$ cat src/wsd_pkg.sv
package wsd_pkg;

  // Widest payload length the parser counts; longer extended lengths saturate.
  localparam int unsigned LENGTH_BITS = 64;
  localparam logic [63:0] LEN_MAX = {64{1'b1}} >> (64 - LENGTH_BITS);

  // Depth of the queue between the header parser and the output stage.
  localparam int unsigned FIFO_DEPTH = 2;

  localparam logic [6:0] LEN7_EXT16 = 7'd126;
  localparam logic [6:0] LEN7_EXT64 = 7'd127;

  localparam logic [3:0] OP_TEXT   = 4'h1;
  localparam logic [3:0] OP_BINARY = 4'h2;
  localparam logic [3:0] OP_CLOSE  = 4'h8;
  localparam logic [3:0] OP_PING   = 4'h9;
  localparam logic [3:0] OP_PONG   = 4'hA;

  typedef enum logic [2:0] {
    PH_HDR0   = 3'd0,
    PH_HDR1   = 3'd1,
    PH_EXTLEN = 3'd2,
    PH_KEY    = 3'd3,
    PH_DATA   = 3'd4
  } phase_e;

  typedef enum logic [2:0] {
    KIND_TEXT   = 3'd0,
    KIND_BINARY = 3'd1,
    KIND_PING   = 3'd2,
    KIND_PONG   = 3'd3,
    KIND_CLOSE  = 3'd4,
    KIND_OTHER  = 3'd5
  } kind_e;

  // One classified beat handed from the parser to the output stage.
  typedef struct packed {
    logic       data_valid;
    logic [7:0] raw_byte;
    logic [7:0] key_byte;
    logic [3:0] opcode;
    logic       fin;
    logic       last;
  } item_t;

  typedef struct packed {
    logic full;
    logic empty;
  } fifo_stat_t;

  function automatic kind_e kind_of(input logic [3:0] op);
    kind_e k;
    unique case (op)
      OP_TEXT:   k = KIND_TEXT;
      OP_BINARY: k = KIND_BINARY;
      OP_PING:   k = KIND_PING;
      OP_PONG:   k = KIND_PONG;
      OP_CLOSE:  k = KIND_CLOSE;
      default:   k = KIND_OTHER;
    endcase
    return k;
  endfunction

endpackage

$ cat src/wsd_front.sv
module wsd_front (
  input  logic                   clk_i,
  input  logic                   rst_ni,
  input  logic                   s_tvalid_i,
  input  logic [7:0]             s_tdata_i,
  output logic                   s_tready_o,
  input  wsd_pkg::fifo_stat_t    stat_i,
  output logic                   push_o,
  output wsd_pkg::item_t         item_o
);
  import wsd_pkg::*;

  phase_e      phase_q, phase_d;
  logic [3:0]  opcode_q, opcode_d;
  logic        fin_q, fin_d;
  logic        masked_q, masked_d;
  logic [2:0]  hcnt_q, hcnt_d;
  logic [63:0] rem_q, rem_d;
  logic [31:0] key_q, key_d;
  logic [1:0]  kidx_q, kidx_d;

  logic        accept;
  logic [6:0]  len7;
  logic [63:0] len7_sat;
  logic [63:0] ext_acc;
  logic [63:0] ext_sat;
  logic [63:0] rem_dec;
  logic [7:0]  key_byte;
  logic        push_c;

  assign s_tready_o = ~stat_i.full;
  assign accept     = s_tvalid_i & s_tready_o;
  assign len7       = s_tdata_i[6:0];
  assign len7_sat   = (64'(len7) > LEN_MAX) ? LEN_MAX : 64'(len7);
  assign ext_acc    = {rem_q[55:0], s_tdata_i};
  assign ext_sat    = (ext_acc > LEN_MAX) ? LEN_MAX : ext_acc;
  assign rem_dec    = (rem_q != 64'd0) ? rem_q - 64'd1 : rem_q;
  assign key_byte   = masked_q ? key_q[{~kidx_q, 3'b000} +: 8] : 8'h00;

  // Next state of the header parser.
  always_comb begin
    phase_d  = phase_q;
    opcode_d = opcode_q;
    fin_d    = fin_q;
    masked_d = masked_q;
    hcnt_d   = hcnt_q;
    rem_d    = rem_q;
    key_d    = key_q;
    kidx_d   = kidx_q;
    if (accept) begin
      unique case (phase_q)
        PH_HDR1: begin
          masked_d = s_tdata_i[7];
          if (len7 == LEN7_EXT16) begin
            phase_d = PH_EXTLEN;
            hcnt_d  = 3'd1;
            rem_d   = 64'd0;
          end else if (len7 == LEN7_EXT64) begin
            phase_d = PH_EXTLEN;
            hcnt_d  = 3'd7;
            rem_d   = 64'd0;
          end else begin
            rem_d = len7_sat;
            if (s_tdata_i[7]) begin
              phase_d = PH_KEY;
              hcnt_d  = 3'd3;
              key_d   = 32'd0;
            end else begin
              kidx_d  = 2'd0;
              phase_d = (len7_sat == 64'd0) ? PH_HDR0 : PH_DATA;
            end
          end
        end
        PH_EXTLEN: begin
          if (hcnt_q == 3'd0) begin
            rem_d = ext_sat;
            if (masked_q) begin
              phase_d = PH_KEY;
              hcnt_d  = 3'd3;
              key_d   = 32'd0;
            end else begin
              kidx_d  = 2'd0;
              phase_d = (ext_sat == 64'd0) ? PH_HDR0 : PH_DATA;
            end
          end else begin
            rem_d  = ext_acc;
            hcnt_d = hcnt_q - 3'd1;
          end
        end
        PH_KEY: begin
          key_d = {key_q[23:0], s_tdata_i};
          if (hcnt_q == 3'd0) begin
            kidx_d  = 2'd0;
            phase_d = (rem_q == 64'd0) ? PH_HDR0 : PH_DATA;
          end else begin
            hcnt_d = hcnt_q - 3'd1;
          end
        end
        PH_DATA: begin
          kidx_d = kidx_q + 2'd1;
          rem_d  = rem_dec;
          if (rem_dec == 64'd0) begin
            phase_d = PH_HDR0;
          end
        end
        default: begin
          fin_d    = s_tdata_i[7];
          opcode_d = s_tdata_i[3:0];
          phase_d  = PH_HDR1;
        end
      endcase
    end
  end

  // Beats handed to the output stage: payload bytes and empty-frame ends.
  always_comb begin
    push_c             = 1'b0;
    item_o.data_valid  = 1'b0;
    item_o.raw_byte    = 8'h00;
    item_o.key_byte    = 8'h00;
    item_o.opcode      = opcode_q;
    item_o.fin         = fin_q;
    item_o.last        = 1'b1;
    unique case (phase_q)
      PH_HDR1: begin
        push_c = ~s_tdata_i[7] && (len7 != LEN7_EXT16) && (len7 != LEN7_EXT64)
                 && (len7_sat == 64'd0);
      end
      PH_EXTLEN: begin
        push_c = (hcnt_q == 3'd0) && ~masked_q && (ext_sat == 64'd0);
      end
      PH_KEY: begin
        push_c = (hcnt_q == 3'd0) && (rem_q == 64'd0);
      end
      PH_DATA: begin
        push_c            = 1'b1;
        item_o.data_valid = 1'b1;
        item_o.raw_byte   = s_tdata_i;
        item_o.key_byte   = key_byte;
        item_o.last       = (rem_dec == 64'd0);
      end
      default: begin
        push_c = 1'b0;
      end
    endcase
  end

  assign push_o = accept & push_c;

  always_ff @(posedge clk_i or negedge rst_ni) begin
    if (!rst_ni) begin
      phase_q  <= PH_HDR0;
      opcode_q <= 4'd0;
      fin_q    <= 1'b0;
      masked_q <= 1'b0;
      hcnt_q   <= 3'd0;
      rem_q    <= 64'd0;
      key_q    <= 32'd0;
      kidx_q   <= 2'd0;
    end else begin
      phase_q  <= phase_d;
      opcode_q <= opcode_d;
      fin_q    <= fin_d;
      masked_q <= masked_d;
      hcnt_q   <= hcnt_d;
      rem_q    <= rem_d;
      key_q    <= key_d;
      kidx_q   <= kidx_d;
    end
  end

endmodule

$ cat src/wsd_fifo.sv
module wsd_fifo (
  input  logic                clk_i,
  input  logic                rst_ni,
  input  logic                push_i,
  input  wsd_pkg::item_t      item_i,
  input  logic                pop_i,
  output wsd_pkg::item_t      item_o,
  output wsd_pkg::fifo_stat_t stat_o
);
  import wsd_pkg::*;

  localparam int unsigned PTR_W = (FIFO_DEPTH > 1) ? $clog2(FIFO_DEPTH) : 1;
  localparam int unsigned CNT_W = $clog2(FIFO_DEPTH + 1);

  item_t            mem_q [FIFO_DEPTH];
  logic [PTR_W-1:0] wptr_q, wptr_d;
  logic [PTR_W-1:0] rptr_q, rptr_d;
  logic [CNT_W-1:0] cnt_q, cnt_d;
  logic             do_push;
  logic             do_pop;

  assign stat_o.full  = (cnt_q == CNT_W'(FIFO_DEPTH));
  assign stat_o.empty = (cnt_q == '0);
  assign do_push      = push_i & ~stat_o.full;
  assign do_pop       = pop_i & ~stat_o.empty;
  assign item_o       = mem_q[rptr_q];

  always_comb begin
    wptr_d = wptr_q;
    rptr_d = rptr_q;
    cnt_d  = cnt_q;
    if (do_push) begin
      wptr_d = (wptr_q == PTR_W'(FIFO_DEPTH - 1)) ? '0 : wptr_q + PTR_W'(1);
    end
    if (do_pop) begin
      rptr_d = (rptr_q == PTR_W'(FIFO_DEPTH - 1)) ? '0 : rptr_q + PTR_W'(1);
    end
    if (do_push && !do_pop) begin
      cnt_d = cnt_q + CNT_W'(1);
    end else if (do_pop && !do_push) begin
      cnt_d = cnt_q - CNT_W'(1);
    end
  end

  always_ff @(posedge clk_i) begin
    if (do_push) begin
      mem_q[wptr_q] <= item_i;
    end
  end

  always_ff @(posedge clk_i or negedge rst_ni) begin
    if (!rst_ni) begin
      wptr_q <= '0;
      rptr_q <= '0;
      cnt_q  <= '0;
    end else begin
      wptr_q <= wptr_d;
      rptr_q <= rptr_d;
      cnt_q  <= cnt_d;
    end
  end

endmodule

$ cat src/wsd_back.sv
module wsd_back (
  input  logic                clk_i,
  input  logic                rst_ni,
  input  wsd_pkg::item_t      item_i,
  input  logic                item_valid_i,
  output logic                pop_o,
  output logic                m_tvalid_o,
  input  logic                m_tready_i,
  output logic [15:0]         m_tdata_o,
  output logic [3:0]          m_tuser_o,
  output logic                m_tlast_o
);
  import wsd_pkg::*;

  logic        vld_q;
  logic        load;
  logic [7:0]  byte_q, byte_d;
  kind_e       kind_q, kind_d;
  logic        dvalid_q, fin_q, last_q, pong_q, close_q;
  logic        pong_d, close_d;

  // The output register refills whenever it is empty or its beat is taken.
  assign load  = item_valid_i & (~vld_q | m_tready_i);
  assign pop_o = load;

  always_comb begin
    kind_d  = kind_of(item_i.opcode);
    byte_d  = item_i.data_valid ? (item_i.raw_byte ^ item_i.key_byte) : 8'h00;
    pong_d  = item_i.last && (kind_d == KIND_PING);
    close_d = item_i.last && (kind_d == KIND_CLOSE);
  end

  always_ff @(posedge clk_i) begin
    if (load) begin
      byte_q   <= byte_d;
      kind_q   <= kind_d;
      dvalid_q <= item_i.data_valid;
      fin_q    <= item_i.fin;
      last_q   <= item_i.last;
      pong_q   <= pong_d;
      close_q  <= close_d;
    end
  end

  always_ff @(posedge clk_i or negedge rst_ni) begin
    if (!rst_ni) begin
      vld_q <= 1'b0;
    end else if (load) begin
      vld_q <= 1'b1;
    end else if (m_tready_i) begin
      vld_q <= 1'b0;
    end
  end

  assign m_tvalid_o = vld_q;
  assign m_tdata_o  = {5'b00000, close_q, pong_q, fin_q, byte_q};
  assign m_tuser_o  = {kind_q, dvalid_q};
  assign m_tlast_o  = last_q;

endmodule

$ cat src/websocket_frame_deframer.sv
// WebSocket frame deframer.
// The slave stream carries one received byte per beat in s_axis_tdata. Frames
// follow each other with no gap; the parser reads the header (fin and opcode,
// mask bit and 7-bit length, optional 16- or 64-bit extended length, optional
// 4-byte masking key) and gives no beat for any header byte.
// The master stream gives one beat per payload byte, unmasked, with the frame
// kind in tuser and tlast on the last byte. A frame of length zero gives one
// beat with the data flag low and tlast high. A ping or close frame raises the
// pong or close request on its tlast beat.
// Throughput is one byte per cycle: the header parser in the front takes a
// byte every cycle while the two-entry queue has room. A payload beat passes
// from the front through the queue into the output register before it
// appears on the master side, and a stall can hold it in either.
// Reset clears the parser to expect the first header byte and empties the
// queue and output register. When the receiver stalls, the output register
// and then the queue fill, and s_axis_tready drops until a beat is taken.
module websocket_frame_deframer (
  input  logic        clk_i,
  input  logic        rst_ni,
  input  logic        s_axis_tvalid,
  output logic        s_axis_tready,
  input  logic [7:0]  s_axis_tdata,   // [7:0] rx_byte
  output logic        m_axis_tvalid,
  input  logic        m_axis_tready,
  output logic [15:0] m_axis_tdata,   // [7:0] payload_byte, [8] frame_final,
                                      // [9] pong_request, [10] close_request
  output logic [3:0]  m_axis_tuser,   // [0] data_valid, [3:1] frame_kind
  output logic        m_axis_tlast    // end_of_frame
);
  import wsd_pkg::*;

  fifo_stat_t stat;
  item_t      push_item;
  item_t      head_item;
  logic       push;
  logic       pop;

  wsd_front u_front (
    .clk_i      (clk_i),
    .rst_ni     (rst_ni),
    .s_tvalid_i (s_axis_tvalid),
    .s_tdata_i  (s_axis_tdata),
    .s_tready_o (s_axis_tready),
    .stat_i     (stat),
    .push_o     (push),
    .item_o     (push_item)
  );

  wsd_fifo u_fifo (
    .clk_i  (clk_i),
    .rst_ni (rst_ni),
    .push_i (push),
    .item_i (push_item),
    .pop_i  (pop),
    .item_o (head_item),
    .stat_o (stat)
  );

  wsd_back u_back (
    .clk_i        (clk_i),
    .rst_ni       (rst_ni),
    .item_i       (head_item),
    .item_valid_i (~stat.empty),
    .pop_o        (pop),
    .m_tvalid_o   (m_axis_tvalid),
    .m_tready_i   (m_axis_tready),
    .m_tdata_o    (m_axis_tdata),
    .m_tuser_o    (m_axis_tuser),
    .m_tlast_o    (m_axis_tlast)
  );

  // A beat pushed into the queue is still there, or has moved on, in the cycle after the push.
  a_push_lands: assert property (@(posedge clk_i) disable iff (!rst_ni)
    push |=> (!stat.empty || m_axis_tvalid))
    else $error("queued beat lost");

  a_empty_is_end: assert property (@(posedge clk_i) disable iff (!rst_ni)
    (m_axis_tvalid && !m_axis_tuser[0]) |-> m_axis_tlast)
    else $error("empty-frame beat without end of frame");

  a_pong_ping: assert property (@(posedge clk_i) disable iff (!rst_ni)
    (m_axis_tvalid && m_axis_tdata[9]) |->
      (m_axis_tlast && (m_axis_tuser[3:1] == KIND_PING)))
    else $error("pong request outside a ping frame end");

  a_close_end: assert property (@(posedge clk_i) disable iff (!rst_ni)
    (m_axis_tvalid && m_axis_tdata[10]) |->
      (m_axis_tlast && (m_axis_tuser[3:1] == KIND_CLOSE)))
    else $error("close request outside a close frame end");

endmodule
$ cat config.mk
export PLATFORM = sky130hd
export DESIGN_NAME = websocket_frame_deframer
export DESIGN_NICKNAME = d
export VERILOG_FILES = /design/src/wsd_pkg.sv /design/src/wsd_front.sv /design/src/wsd_fifo.sv /design/src/wsd_back.sv /design/src/websocket_frame_deframer.sv
export SDC_FILE = /design/constraint.sdc
export NUM_CORES = 1
export LEC_CHECK = 0
export BUFFER_PORTS_ARGS = -buffer_cell sky130_fd_sc_hd__buf_2
export CORE_MARGIN = 2
export CORE_UTILIZATION = 48
export CTS_CLUSTER_SIZE = 14
export DETAILED_ROUTE_END_ITERATION = 6
export PLACE_DENSITY_LB_ADDON = 0.12
export SLEW_MARGIN = 20
export SYNTH_ARGS = -nofsm -noshare
export SYNTH_HDL_FRONTEND = slang
export SYNTH_SLANG_ARGS = --single-unit
$ cat constraint.sdc
create_clock -name clk_i -period 4.5 [get_ports clk_i]
set_input_delay 0.45 -clock clk_i [delete_from_list [all_inputs] [get_ports clk_i]]
set_output_delay 0.45 -clock clk_i [all_outputs]
set_load 0.03 [all_outputs]
==> flow_summary.yaml <==
synth:
  avgSynthCellArea_um2: 8.97
  synth_top_cells_by_count: "o21ai_0, nand2_1, dfrtp_1"
  yosysWarnings: 0
  yosys.area.top_type_share_pct: 28.4
  synth-edff-count: 62
  synth.area.top_cells: "dfrtp_1, edfxtp_1, o21ai_0"
  ys_types: 68
  synth.most_common_cell: "o21ai_0"
  async_flop_share_pct: 65.0
  synth_flop_cell: "dfrtp_1"
  ys_ff_latch: 177
  seq_area_frac_synth_pct: 46.8
  yosys.area.top_type: "dfrtp_1"
  synth_area_um2: 10100
  netlist_instances: 1128
status:
  status: "finished clean"
drt:
  drc: 0
  dr.pass1.iters: 5
  wire_per_inst_um: 20.6
  drt_iter0_markers: 1092
  wirelength_um: 28900
  routed_via_density: 6.30
  num_vias: 8858
  ant_nets: 0
die:
  start_util_pct: 48.5
  ios: 35
  coreArea_um2: 20900
  num_rows: 53
  die-height_um: 149
  fp.dieW_um: 149
  dieArea_um2: 22300
clock_tree:
  cts_sinks: 177
  cts_tree: "built"
  worstSkewPairLatency_ns: 0.44
  hold_buffers: 0
  clk_path_buf_depth: 2
  htree_levels: 4
  cts_buffers: 17
  clkTransAtPathRegs_ns: 0.08
  post_cts_buffers: 0
  clock_tree.root_cell: "clkbuf_16"
  cts_resized: 0
sta:
  min_period_over_period_pct: 91.9
  tns_ns: 0
  setup_viol: 0
  slew_violations: 0
  finalCriticalPeriod_ns: 4.14
  hold_slack_ns: 0.144
  rsz0062_at_grt: "no"
  worst_slew_pin_slew_ns: 1.04
  fin_skew_ns: 0.0107
  relSlewSlack_pct: 30.1
  clock.fmax_mhz: 242
  hold_viol_final: 0
critical_path:
  r2r_start: "u_front.rem_q[0]"
  timing.critical_path.fanout_max: 11
  r2r-end: "u_front.phase_q[2]"
  cp-startpoint: "u_front.rem_q[0]"
  crit_end: "u_front.phase_q[2]"
  start_kind: "flip-flop"
  worst_r2r_path_depth: 11
  arrival_ns: 4.47
  cp_data_required_time_ns: 4.84
  endpoint_kind: "flip-flop"
  r2r_slack_ns: 0.36
  crit_type: "reg2reg"
grt:
  track_usage_pct: 26.8
  grt_max_degree: 85
  grt_pass1_vias: 8176
  gr-total-overflow: 0
  grt_pass1_wl_um: 46400
  antenna_found_initial: 0
layout:
  fillers: 1930
  antennaDiodeCount: 0
  drive_gt1_share_pct: 11.5
  nets: 1135
  area_growth_pct: 9.77
place:
  port_buffers: 29
  gp_congestion: 0.954
  dpl.hpwl_um: 19500
power:
  power_density_nw_per_um2: 572
  peakVddDrop_mv: 0.302
  p_leak_nw: 4.32
job:
  drv_cap: 0
hold_path:
  hp-class: "in2async"
## layout by cell type (no fill, tap or decap), types with 30 or more instances in the layout
| cell | count |
|---|---|
| a21oi_1 | 58 |
| dfrtp_1 | 115 |
| o21ai_0 | 150 |
| nand2_1 | 149 |
| nor4_1 | 34 |
| nor3_1 | 50 |
| edfxtp_1 | 62 |
| buf_4 | 30 |
| nor2_1 | 91 |
## cell families (layout without fill, tap and decap cells)
group           after synthesis  count (layout)  share of synthesized area [%]
xor+xnor                     40              40                           3.46
compound gates              313             313                           18.4
mux                          22              22                           3.28
buf+inv                     112             112                           4.71
flops                       177             177                           46.8
other cells                   1               5                         0.0371
simple gates                459             459                           22.8
fa+ha+maj                     4               4                          0.495
## worst min-delay path by stage
stage / start / to / slack, ns / depth (start not counted)
4_1_cts: rst_ni / u_front.fin_q / 0.18 / 1
3_5_place_dp: u_front.opcode_q[1] / u_fifo.mem_q[0][3] / 0.46 / 0
2_1_floorplan: rst_ni / u_back.m_tvalid_o / 0.15 / 0
3_3_place_gp: u_front.opcode_q[1] / u_fifo.mem_q[0][3] / 0.46 / 0
6_report: rst_ni / u_front.fin_q / 0.14 / 1
5_1_grt: rst_ni / u_front.fin_q / 0.22 / 1
## registers in the layout, indices dropped and copies added (netlist names), 3 cells and up
signal and cells:
u_back.byte_q 8, u_back.kind_q 3, u_fifo.mem_q 46, u_front.hcnt_q 3, u_front.key_q 32, u_front.opcode_q 4
u_front.phase_q 3, u_front.rem_q 64
## stage by stage
step / utilization, % / total power, mW / cell area (µm²) / setup WS [ns] / std cells
final: 53.2 / 6.36 / 11100 / 0.364 / 1407
after global routing: 53.2 / 6.74 / 11100 / 0.0664 / 1407
after CTS: 53.2 / 6.34 / 11100 / 0.433 / 1407
after global placement: 50.2 / 4.78 / 10500 / 0.549 / 1375
after detailed placement: 50.2 / 4.78 / 10500 / 0.458 / 1375
after floorplan: - / 4.09 / 10100 / 0.500 / 1132
## where the power goes
| group | internal (mW) | leakage, nW | switching (mW) | total, mW |
|---|---|---|---|---|
| logic | 0.804 | 1.90 | 1.67 | 2.47 |
| registers | 1.99 | 2.12 | 0.340 | 2.33 |
| clock network | 0.803 | 0.295 | 0.749 | 1.55 |
| total | 3.60 | 4.32 | 2.76 | 6.36 |
## per-layer routing
| metal | track usage [%] | up-vias | wire length (µm) |
|---|---|---|---|
| met1 | 41.2 | 4233 | 13500 |
| met4 | 9.00 | 0 | 688 |
| met5 | 0 | - | 0 |
| met2 | 38.1 | 441 | 12500 |
| met3 | 4.92 | 59 | 2250 |
| li1 | - | 4125 | - |
## critical path, cell delays in order, from the launching register on
cell       delay [ns]
dfrtp_1          0.46
inv_1            0.11
ha_1             0.22
nor4b_4          0.34
and4_1           0.35
nand4_1          0.39
nand2b_1         0.58
a2111oi_0        0.49
o21ai_1          0.20
a2111oi_2        0.43
nand4_1          0.22
a21o_1           0.22
## layout make-up
class	count	area (µm²)	share of cell area (%)
clock buffers	17	425	3.83
clock inverters	15	190	1.71
inverters	21	78.8	0.710
multi-input cells	843	4950	44.5
flip-flops and latches	177	4740	42.7
well taps	275	344	3.10
repair buffers	59	385	3.47
(Power assumes the default switching activity.)
